<file path="src/rtl/ost_pkg.sv">
`timescale 1ns / 1ps
// Shared types and codes for the ordered set table.
package ost_pkg;

    localparam int DATA_W  = 32;
    localparam int POS_W   = 6;
    localparam int COUNT_W = 7;

    typedef enum logic [1:0] {
        OP_INSERT   = 2'd0,
        OP_REMOVE   = 2'd1,
        OP_CONTAINS = 2'd2,
        OP_READ     = 2'd3
    } op_t;

    typedef enum logic [1:0] {
        ST_OK   = 2'd0,
        ST_MISS = 2'd1,
        ST_FULL = 2'd2
    } status_t;

    typedef enum logic [2:0] {
        S_IDLE,
        S_SCAN,
        S_SHIFT,
        S_READ,
        S_DONE
    } state_t;

    typedef struct packed {
        logic                       found;
        logic signed [DATA_W-1:0]   read_value;
        status_t                    status;
        logic [COUNT_W-1:0]         entry_count;
    } res_t;

endpackage

</file>
<file path="src/rtl/ost_store.sv">
`timescale 1ns / 1ps
// Entry memory: one write port, one read port with registered read data.
module ost_store #(
    parameter int DEPTH  = 64,
    parameter int ADDR_W = 6
) (
    input  logic                              clk,
    input  logic                              we,
    input  logic [ADDR_W-1:0]                 waddr,
    input  logic signed [ost_pkg::DATA_W-1:0] wdata,
    input  logic [ADDR_W-1:0]                 raddr,
    output logic signed [ost_pkg::DATA_W-1:0] rdata
);
    import ost_pkg::*;

    logic signed [DATA_W-1:0] mem [DEPTH];

    always_ff @(posedge clk)
    begin
        if (we)
        begin
            mem[waddr] <= wdata;
        end
        rdata <= mem[raddr];
    end

endmodule

</file>
<file path="src/rtl/ost_ctrl.sv">
`timescale 1ns / 1ps
// Sequencer: scans, shifts and reads the entry memory, and tracks occupancy.
module ost_ctrl #(
    parameter int CAPACITY = 64,
    parameter int ADDR_W   = 6,
    parameter int CNT_W    = 7
) (
    input  logic                              clk,
    input  logic                              rst_n,
    input  logic                              in_valid,
    output logic                              in_stall,
    input  logic [1:0]                        operation,
    input  logic signed [ost_pkg::DATA_W-1:0] value,
    input  logic [ost_pkg::POS_W-1:0]         position,
    output logic                              we,
    output logic [ADDR_W-1:0]                 waddr,
    output logic signed [ost_pkg::DATA_W-1:0] wdata,
    output logic [ADDR_W-1:0]                 raddr,
    input  logic signed [ost_pkg::DATA_W-1:0] rdata,
    output logic                              done,
    input  logic                              res_ready,
    output ost_pkg::res_t                     res
);
    import ost_pkg::*;

    localparam int CMP_W = (CNT_W > POS_W) ? CNT_W : POS_W;

    state_t                   state_reg, state_next;
    op_t                      op_reg, op_next;
    logic signed [DATA_W-1:0] value_reg, value_next;
    logic [ADDR_W-1:0]        idx_reg, idx_next;
    logic [CNT_W-1:0]         occ_reg, occ_next;
    logic                     found_reg, found_next;
    logic signed [DATA_W-1:0] rdv_reg, rdv_next;
    status_t                  status_reg, status_next;

    logic                     accept;
    op_t                      cur_op;
    logic signed [DATA_W-1:0] cur_value;
    logic                     match;
    logic [CNT_W-1:0]         occ_m1;
    logic [CNT_W-1:0]         occ_m2;
    logic                     last_idx;
    logic                     shift_last;
    logic                     table_full;
    logic                     table_empty;
    logic                     pos_hit;
    logic [ADDR_W-1:0]        rd_addr;
    logic                     hit;
    logic                     miss;

    assign accept      = in_valid && (state_reg == S_IDLE);
    assign cur_op      = (state_reg == S_IDLE) ? op_t'(operation) : op_reg;
    assign cur_value   = (state_reg == S_IDLE) ? value : value_reg;
    assign match       = (rdata == value_reg);
    assign occ_m1      = occ_reg - CNT_W'(1);
    assign occ_m2      = occ_reg - CNT_W'(2);
    assign last_idx    = (idx_reg == ADDR_W'(occ_m1));
    assign shift_last  = (idx_reg == ADDR_W'(occ_m2));
    assign table_full  = (occ_reg == CNT_W'(CAPACITY));
    assign table_empty = (occ_reg == '0);
    assign pos_hit     = (CMP_W'(position) < CMP_W'(occ_reg));
    // position 0 is the newest entry, which sits at slot occupancy-1
    assign rd_addr     = ADDR_W'(CMP_W'(occ_reg) - CMP_W'(1) - CMP_W'(position));
    assign hit         = (state_reg == S_SCAN) && match;
    assign miss        = ((state_reg == S_SCAN) && !match && last_idx) ||
                         (accept && (cur_op != OP_READ) && table_empty);

    always_comb
    begin
        state_next = state_reg;
        unique case (state_reg)
            S_IDLE:
            begin
                if (accept)
                begin
                    if (cur_op == OP_READ)
                    begin
                        state_next = pos_hit ? S_READ : S_DONE;
                    end
                    else
                    begin
                        state_next = table_empty ? S_DONE : S_SCAN;
                    end
                end
            end
            S_SCAN:
            begin
                if (hit)
                begin
                    state_next = (op_reg == OP_REMOVE && !last_idx) ? S_SHIFT : S_DONE;
                end
                else if (last_idx)
                begin
                    state_next = S_DONE;
                end
            end
            S_SHIFT:
            begin
                if (shift_last)
                begin
                    state_next = S_DONE;
                end
            end
            S_READ:
            begin
                state_next = S_DONE;
            end
            S_DONE:
            begin
                if (res_ready)
                begin
                    state_next = S_IDLE;
                end
            end
            default:
            begin
                state_next = S_IDLE;
            end
        endcase
    end

    always_comb
    begin
        op_next     = op_reg;
        value_next  = value_reg;
        idx_next    = idx_reg;
        occ_next    = occ_reg;
        found_next  = found_reg;
        rdv_next    = rdv_reg;
        status_next = status_reg;
        we          = 1'b0;
        waddr       = idx_reg;
        wdata       = rdata;
        raddr       = idx_reg + ADDR_W'(1);

        unique case (state_reg)
            S_IDLE:
            begin
                if (accept)
                begin
                    op_next     = cur_op;
                    value_next  = value;
                    idx_next    = '0;
                    found_next  = 1'b0;
                    rdv_next    = '0;
                    status_next = ST_OK;
                    raddr       = (cur_op == OP_READ) ? rd_addr : '0;
                    if (cur_op == OP_READ && !pos_hit)
                    begin
                        status_next = ST_MISS;
                    end
                end
            end
            S_SCAN:
            begin
                // hold the index on a hit so a remove shifts from the matched slot
                if (!hit)
                begin
                    idx_next = idx_reg + ADDR_W'(1);
                end
            end
            S_SHIFT:
            begin
                // move the later entry down one slot, prefetch the one after
                we       = 1'b1;
                waddr    = idx_reg;
                wdata    = rdata;
                raddr    = idx_reg + ADDR_W'(2);
                idx_next = idx_reg + ADDR_W'(1);
                if (shift_last)
                begin
                    occ_next = occ_m1;
                end
            end
            S_READ:
            begin
                found_next = 1'b1;
                rdv_next   = rdata;
            end
            S_DONE:
            begin
            end
            default:
            begin
            end
        endcase

        if (hit)
        begin
            found_next = 1'b1;
            if (op_reg == OP_REMOVE && last_idx)
            begin
                occ_next = occ_m1;
            end
        end

        if (miss)
        begin
            if (cur_op == OP_INSERT)
            begin
                if (table_full)
                begin
                    status_next = ST_FULL;
                end
                else
                begin
                    we       = 1'b1;
                    waddr    = ADDR_W'(occ_reg);
                    wdata    = cur_value;
                    occ_next = occ_reg + CNT_W'(1);
                end
            end
            else
            begin
                status_next = ST_MISS;
            end
        end
    end

    always_ff @(posedge clk or negedge rst_n)
    begin
        if (!rst_n)
        begin
            state_reg <= S_IDLE;
            occ_reg   <= '0;
        end
        else
        begin
            state_reg <= state_next;
            occ_reg   <= occ_next;
        end
    end

    always_ff @(posedge clk)
    begin
        op_reg     <= op_next;
        value_reg  <= value_next;
        idx_reg    <= idx_next;
        found_reg  <= found_next;
        rdv_reg    <= rdv_next;
        status_reg <= status_next;
    end

    assign in_stall = (state_reg != S_IDLE);
    assign done     = (state_reg == S_DONE);
    assign res      = '{found:       found_reg,
                        read_value:  rdv_reg,
                        status:      status_reg,
                        entry_count: COUNT_W'(occ_reg)};

endmodule

</file>
<file path="src/rtl/ordered_set_table.sv">
`timescale 1ns / 1ps
// Bounded set of signed 32-bit values in newest-first order, one operation per
// input word and one result word per operation. Entries live in a single memory with one
// read and one write port; a search walks it one entry per cycle, and a remove then
// closes the gap one entry per cycle. A remove that finds its value shifts only the
// entries past the match. The memory needs no clearing after reset. A finished result
// waits in an output register, and the next word is taken while it waits.
module ordered_set_table #(
    parameter int CAPACITY = 64
) (
    input  logic                              clk,
    input  logic                              rst_n,
    input  logic                              in_valid,
    output logic                              in_stall,
    input  logic [1:0]                        operation,
    input  logic signed [ost_pkg::DATA_W-1:0] value,
    input  logic [ost_pkg::POS_W-1:0]         position,
    output logic                              out_valid,
    input  logic                              out_stall,
    output logic                              found,
    output logic signed [ost_pkg::DATA_W-1:0] read_value,
    output logic [1:0]                        status,
    output logic [ost_pkg::COUNT_W-1:0]       entry_count
);
    import ost_pkg::*;

    localparam int ADDR_W = $clog2(CAPACITY);
    localparam int CNT_W  = $clog2(CAPACITY + 1);

    logic                     we;
    logic [ADDR_W-1:0]        waddr;
    logic signed [DATA_W-1:0] wdata;
    logic [ADDR_W-1:0]        raddr;
    logic signed [DATA_W-1:0] rdata;
    logic                     done;
    logic                     res_ready;
    res_t                     res;

    logic                     out_valid_reg, out_valid_next;
    res_t                     res_out_reg;
    logic                     load;

    ost_store #(
        .DEPTH  (CAPACITY),
        .ADDR_W (ADDR_W)
    ) u_store (
        .clk   (clk),
        .we    (we),
        .waddr (waddr),
        .wdata (wdata),
        .raddr (raddr),
        .rdata (rdata)
    );

    ost_ctrl #(
        .CAPACITY (CAPACITY),
        .ADDR_W   (ADDR_W),
        .CNT_W    (CNT_W)
    ) u_ctrl (
        .clk       (clk),
        .rst_n     (rst_n),
        .in_valid  (in_valid),
        .in_stall  (in_stall),
        .operation (operation),
        .value     (value),
        .position  (position),
        .we        (we),
        .waddr     (waddr),
        .wdata     (wdata),
        .raddr     (raddr),
        .rdata     (rdata),
        .done      (done),
        .res_ready (res_ready),
        .res       (res)
    );

    // take a new result when the output register is empty or draining
    assign res_ready = !out_valid_reg || !out_stall;
    assign load      = done && res_ready;

    always_comb
    begin
        out_valid_next = out_valid_reg && out_stall;
        if (load)
        begin
            out_valid_next = 1'b1;
        end
    end

    always_ff @(posedge clk or negedge rst_n)
    begin
        if (!rst_n)
        begin
            out_valid_reg <= 1'b0;
        end
        else
        begin
            out_valid_reg <= out_valid_next;
        end
    end

    always_ff @(posedge clk)
    begin
        if (load)
        begin
            res_out_reg <= res;
        end
    end

    assign out_valid   = out_valid_reg;
    assign found       = res_out_reg.found;
    assign read_value  = res_out_reg.read_value;
    assign status      = res_out_reg.status;
    assign entry_count = res_out_reg.entry_count;

    a_drain: assert property (@(posedge clk) disable iff (!rst_n)
        out_valid_reg && !out_stall && !done |=> !out_valid_reg)
        else $error("output register kept a word after it was taken");

    a_busy_on_done: assert property (@(posedge clk) disable iff (!rst_n)
        done |-> in_stall)
        else $error("input taken while a result is pending");

    a_full_refused: assert property (@(posedge clk) disable iff (!rst_n)
        out_valid_reg && res_out_reg.status == ST_FULL |-> !res_out_reg.found)
        else $error("full status reported with found set");

    a_value_on_read: assert property (@(posedge clk) disable iff (!rst_n)
        out_valid_reg && res_out_reg.read_value != '0
            |-> res_out_reg.found && res_out_reg.status == ST_OK)
        else $error("read value driven without a successful read");

endmodule

</file>
<file path="config.mk">
export PLATFORM = sky130hd
export DESIGN_NAME = ordered_set_table
export DESIGN_NICKNAME = d
export VERILOG_FILES = /design/src/rtl/ost_pkg.sv /design/src/rtl/ost_store.sv /design/src/rtl/ost_ctrl.sv /design/src/rtl/ordered_set_table.sv
export SDC_FILE = /design/constraint.sdc
export NUM_CORES = 2
export LEC_CHECK = 0
export BUFFER_PORTS_ARGS = -buffer_cell sky130_fd_sc_hd__buf_4
export CAP_MARGIN = 15
export CORE_ASPECT_RATIO = 0.6
export CORE_MARGIN = 4
export CORE_UTILIZATION = 55
export CTS_CLUSTER_SIZE = 12
export DETAILED_ROUTE_END_ITERATION = 8
export PLACE_DENSITY = 0.75
export SYNTH_ARGS = -nofsm -noshare
export SYNTH_HDL_FRONTEND = slang
export SYNTH_HIERARCHICAL = 1
export SYNTH_SLANG_ARGS = --single-unit
</file>
<file path="constraint.sdc">
create_clock -name clk -period 6.1 [get_ports clk]
set_clock_uncertainty 0.1 [all_clocks]
set_input_delay 0.305 -clock clk [delete_from_list [all_inputs] [get_ports clk]]
set_output_delay 0.305 -clock clk [all_outputs]
set_load 0.03 [all_outputs]
</file>
Yosys cells after proc, flatten, opt, wreduce, memory -nomap -nowiden. Memories as Yosys holds them, arrays and structs flattened. A register that Yosys moved wholly into a read port is not among the register bits. Index checks and enable logic that the tools add are counted.

Memories: 1. Output and inout bits: 44. Register bits after elaboration: 128. RAM bits: 2048. Input port bits: 44. Word-level logic and storage cells: 113.

Memory list: u_store.mem (depth 64, bits a word 32, rd ports 1, clocked after Yosys merged registers in 1, wr ports 1, line ost_store.sv:16) `logic signed [DATA_W-1:0] mem [DEPTH];`.

Magnitude comparators: 1. $add $sub $neg: 6. Multiplexer cells: 48. Equality and inequality tests: 16. Reductions and logical operators: 28.

Operator list (count): $mux 32 (5); $pmux 32 s2 (1); $mux 7 (7); $mux 6 (7); $eq 32x32->1 (1); $mux 3 (9); $pmux 6 s3 (1); $pmux 3 s5 (1); $eq 6x6->1 (2); $mux 2 (6); $pmux 6 s2 (1); $logic_and 1x1->1 (11); $mux 1 (9); $add 7x1->7 const B (1); $eq 7x7->1 const B (1); $logic_not 7->1 (1); $lt 6x7->1 (1); $sub 7x1->7 const B (1); $add 6x1->6 const B (1); $add 6x2->6 const B (1); $eq 3x2->1 const B (2); $ne 2x1->1 const B (3); $reduce_bool 3->1 (2); $sub 6x2->6 const B (1); other kinds (16) (23).

Logic depth before layout (Yosys ltp).
Depth in word-level cells: 10. Gate-level depth with buffers: 19. Gate-level depth less buffers: 17.

Hierarchy. The synthesis kept the hierarchy.

Modules (own cells, without submodules): ost_store (times used 1, area each 78515.3 um2, cells an instance 3324, sequential area each 62139.6 um2); ost_ctrl (times used 1, area each 5363.9 um2, cells an instance 517, sequential area each 2472.4 um2); ordered_set_table (times used 1, area each 1308.8 um2, cells an instance 46, sequential area each 1286.2 um2).

Worst setup path after synthesis. Ideal clock, no wire load.

Path kind: register to register. Start point: reg u_ctrl.occ_reg[0]. End point: mem u_store.mem[49][0], enable pin. Arrival: 5.175 ns. Path buffers: 2. Stages on the path, launching flop included: 15. Slack: 0.365 ns. Clock period less this slack: 5.735 ns. Library setup time: 0.461 ns. Required time: 5.539 ns. Cell sequence: dfrtp_1 > inv_1 > ha_1 > clkbuf_1 > o21ba_1 > a221oi_2 > nor2_1 > or2_1 > o2bb2ai_1 > and2_1 > buf_2 > nand2_2 > o21ai_0 > nand4_1 > nor3_1.

Elaborated cells between the ends (all ways): 15. Classes of those cells: add/sub (1); eq/ne (2); mux (8); reduce/logical (4).

RTL lines: from (decl) (line ost_ctrl.sv:32) `logic [CNT_W-1:0] occ_reg, occ_next;`; from (signal assigned) (line ost_ctrl.sv:231) `occ_reg <= occ_next;`; $sub 7x1->7 (line ost_ctrl.sv:56) `assign occ_m1 = occ_reg - CNT_W'(1);`; $eq 6x6->1 (line ost_ctrl.sv:58) `assign last_idx = (idx_reg == ADDR_W'(occ_m1));`; $logic_and 1x1->1 (line ost_ctrl.sv:66) `assign miss = ((state_reg == S_SCAN) && !match && last_idx) ||`; $logic_or 1x1->1 (line ost_ctrl.sv:66); $mux 6 * (line ost_ctrl.sv:198) `if (miss)`; named net waddr[0] (line ordered_set_table.sv:31) `logic [ADDR_W-1:0] waddr;`; to (decl) (line ost_store.sv:16).

The timed path passes the listed nets; every way through them passes the cells marked *.

Worst setup path in the final report.
Start point: reg u_ctrl.occ_reg[0]. End point: mem u_store.mem[53][25], enable pin.

The elaborated chain is that of the path after synthesis.

==> summary.md <==
| Metric | Value |
|---|---|
| R2r setup slk | 0.27 ns |
| Vias in the first global route | 42000 |
| Flops & latches, synth | about 2200 |
| Core Region | approximately 150000 sq um |
| GPL Wtd Cong | 0.906 |
| Final hold violations | 0 |
| P_leak | 0.0301 uW |
| Initial antenna violation count | 12 |
| Top post-synthesis cells by area | edfxtp_1, mux4_2, mux2i_1, nor2_1, dfxtp_1 |
| Post-route antenna net violation count | 0 |
| Post-synthesis mux area share | 15.8% |
| CTS clk-pin slew, worst paths | 0.06 ns |
| PortBufs | 87 |
| Post-synth top cells | edfxtp_1, mux4_2, nor2_1 |
| Via count | 43100 |
| FP Rows | 111 |
| Min-Delay Path Depth | 2 |
| Final Slew Violations | 0 |
| Layout net count | around 4300 |
| CP max FO | 13 |
| Fin Setup TNS | 0 ns |
| Crit Path Category | reg -> reg |
| Cell with the most instances after synthesis | edfxtp_1 |
| Commonest register cell after synthesis | edfxtp_1 |
| Async S/R FF share, synth | 0.498% |
| Maximum clock path buffer count | 3 |
| Height of the die | roughly 310 um |
| Post-synth EDFFs | 2162 |
| Reg-to-Reg End | u_store/mem[53][25]$_DFFE_PP_ |
| Max cap viols | 0 |
| Reg2reg start | u_ctrl/occ_reg[0]$_DFF_PN0_ |
| Starting Density | a little under three fifths |
| Layout cells sized above 1 | 27.1% |
| Ports | 88 |
| Setup Buffers After CTS | 0 |
| WP data required | 6.49 ns |
| Fin cells | between 6000 and 7000 |
| TritonRoute pass-1 iters | 6 |
| TritonCTS clock tree | built |
| Routed vias/inst | 6.85 |
| Compound-Gate Fraction of Synth Area | ~2.3% |
| Global-route usage over all layers | between 20% and 30% |
| Largest net degree at the start of global routing | around 120 |
| Total power | 54100 uW |
| CTS root buf | clkbuf_16 |
| Final core occ | 62.6% |
| Die footprint | 161000 sq um |
| Mapped Avg Cell Area | 21.9 sq um |
| Skew-Pair Late Insertion Delay | 0.81 ns |
| Launch point of the worst hold path | value[30] |
| Status | finished, final reports clean |
| Sink Count | 2208 |
| Fraction of the yosys area taken by sequential cells | 77.4% |
| Worst Tran Pin Value | around 1.3 ns |
| Final Setup Violations | 0 |
| Total wire length | 225000 um |
| Largest family of logic cells by synthesized area | multiplexers |
| Xor-xnor portion of the synthesized cell area | 0.674% |
| Max IR drop VDD | 0.000524 V |
| RSZ-0062 raised after global routing | false |
| Min-delay worst type | in -> reg |
| Pwr per Cell Area | 564 nW/um^2 |
| Area delta synth->final | 12.6% |
| Final min period | between 5 and 6 ns |
| Cell Area, Synth | 85200 sq um |
| Worst slew margin | 11.3% |
| Arr. time, crit path | 6.22 ns |
| Crit path from | u_ctrl/occ_reg[0]$_DFF_PN0_ |
| Die Wd | 516 um |
| Fill count | about 10000 |
| Biggest register | u_store/mem |
| Post-synth cell types | 74 |
| Placed Cells | 5980 |
| Number of CTS-inserted buffers | 202 |
| Max H-tree Level | 4 |
| Worst reg-to-reg path cell count | 14 |
| Max reg flops | 2048 |
| Synth area leader | edfxtp_1 |
| Residual DRC | 0 |
| DRC marker count from the first detailed-route iteration | roughly 8000 |
| DR WL/cell | around 36 um |
| Cells after Synth | 3887 |
| GRT overflow | 0 |
| Hold Path Sink | u_ctrl/value_reg[30]$_DFFE_PP_ |
| First-pass GRT wire length | roughly 320000 um |
| Syn_nets | 3951 |
| Yosys top cell area share | 76.2% |
| Max frequency | 172 MHz |
| CP startpoint kind | flip-flop |
| Synthesized-area fraction occupied by adder cells | 0.303% |
| Post-Synth Simple-Gate Area | 2.22% |
| DPL Wire Length | 132000 um |
| Fin crit share | between 90% and 100% |
| Synth warnings | 6 |
| Critical Path Sink Type | flip-flop |
[critical path, stage by stage, from the launching register on]
cell       delay, ns
dfrtp_1         0.59
inv_1           0.15
ha_1            0.33
o21ba_1         0.21
a221oi_2        0.36
nor2_1          0.11
or2_1           0.26
o2bb2ai_1       0.21
and2_1          0.35
nand2_2         0.17
o21ai_0         0.86
buf_4           0.30
nand4_1         0.44
nor2_4          0.71
buf_4           0.35
[worst max-delay path by stage]
stage / end / slack [ns] / depth (start not counted)
global route: u_store/mem[53][30]$_DFFE_PP_ / 0.04 / 14
CTS: u_store/mem[46][30]$_DFFE_PP_ / 0.44 / 13
global placement: u_store/rdata[4]$_DFF_P_ / 0.51 / 16
floorplan: u_store/mem[49][0]$_DFFE_PP_ / 0.36 / 14
finish: u_store/mem[53][25]$_DFFE_PP_ / 0.27 / 14
detailed placement: u_store/mem[58][25]$_DFFE_PP_ / 0.46 / 14
[cell usage in the layout (no fill, tap or decap), drive strengths merged, types with 28 or more instances in the layout]
cell,n
dlygate4sd3,39
and2,38
dfxtp,35
buf,270
o22ai,88
o221ai,28
edfxtp,2162
mux4,544
nand2,59
mux2i,121
nor2,188
xor2,46
clkbuf,255
a21oi,99
[through the flow]
step	cell area, sq um	setup WS [ns]	hold slack (ns)
floorplan	85200	0.365	-0.0906
global placement	90000	0.514	0.0514
detailed placement	90000	0.460	0.0516
CTS	95900	0.437	0.120
global route	95900	0.0367	0.146
finish	95900	0.271	0.166
[cell families (layout without fill, tap and decap cells)]
kind of cell    count (synthesis)  count (layout)
buf+inv                       229             597
flops                        2208            2208
other cells                     0               2
mux                           667             667
xor+xnor                       64              64
compound gates                301             301
simple gates                  398             398
fa+ha+maj                      20              20
[layout make-up]
class	count	area (sq um)	area share (%)
Sequential cell	2208	65900	68.7
Multi-Input combinational cell	1450	19100	20.0
Clock buffer	255	5300	5.52
Timing Repair Buffer	309	2780	2.89
Tap cell	2034	2540	2.65
Clock inverter	13	199	0.207
Inverter	20	75.1	0.0782
Antenna cell	2	5.00	0.00522
[layer usage]
metal / GRT usage [%] / part of all wire (%) / up-vias
met2: 36.7 / 41 / 3556
met4: 6.43 / 2.3 / 2
li1: - / - / 16800
met5: 0.685 / 0.052 / -
met3: 13.0 / 18 / 342
met1: 42.7 / 38 / 22400
[timing repair]
item	CTS	global route
hold buffers	39	0
gates resized for setup	0	2
endpoints found under the setup margin	0	62
endpoints found under the hold margin	56	0
[power by group]
part | internal (uW) | switching [uW] | total [uW] | leakage, uW
registers | 19500 | 413 | 19900 | 0.0199
clock network | 6020 | 5220 | 11200 | 0.00266
logic | 7890 | 15000 | 22900 | 0.00757
total | 33400 | 20700 | 54100 | 0.0301
No activity file was read; power rests on OpenSTA's default activity.
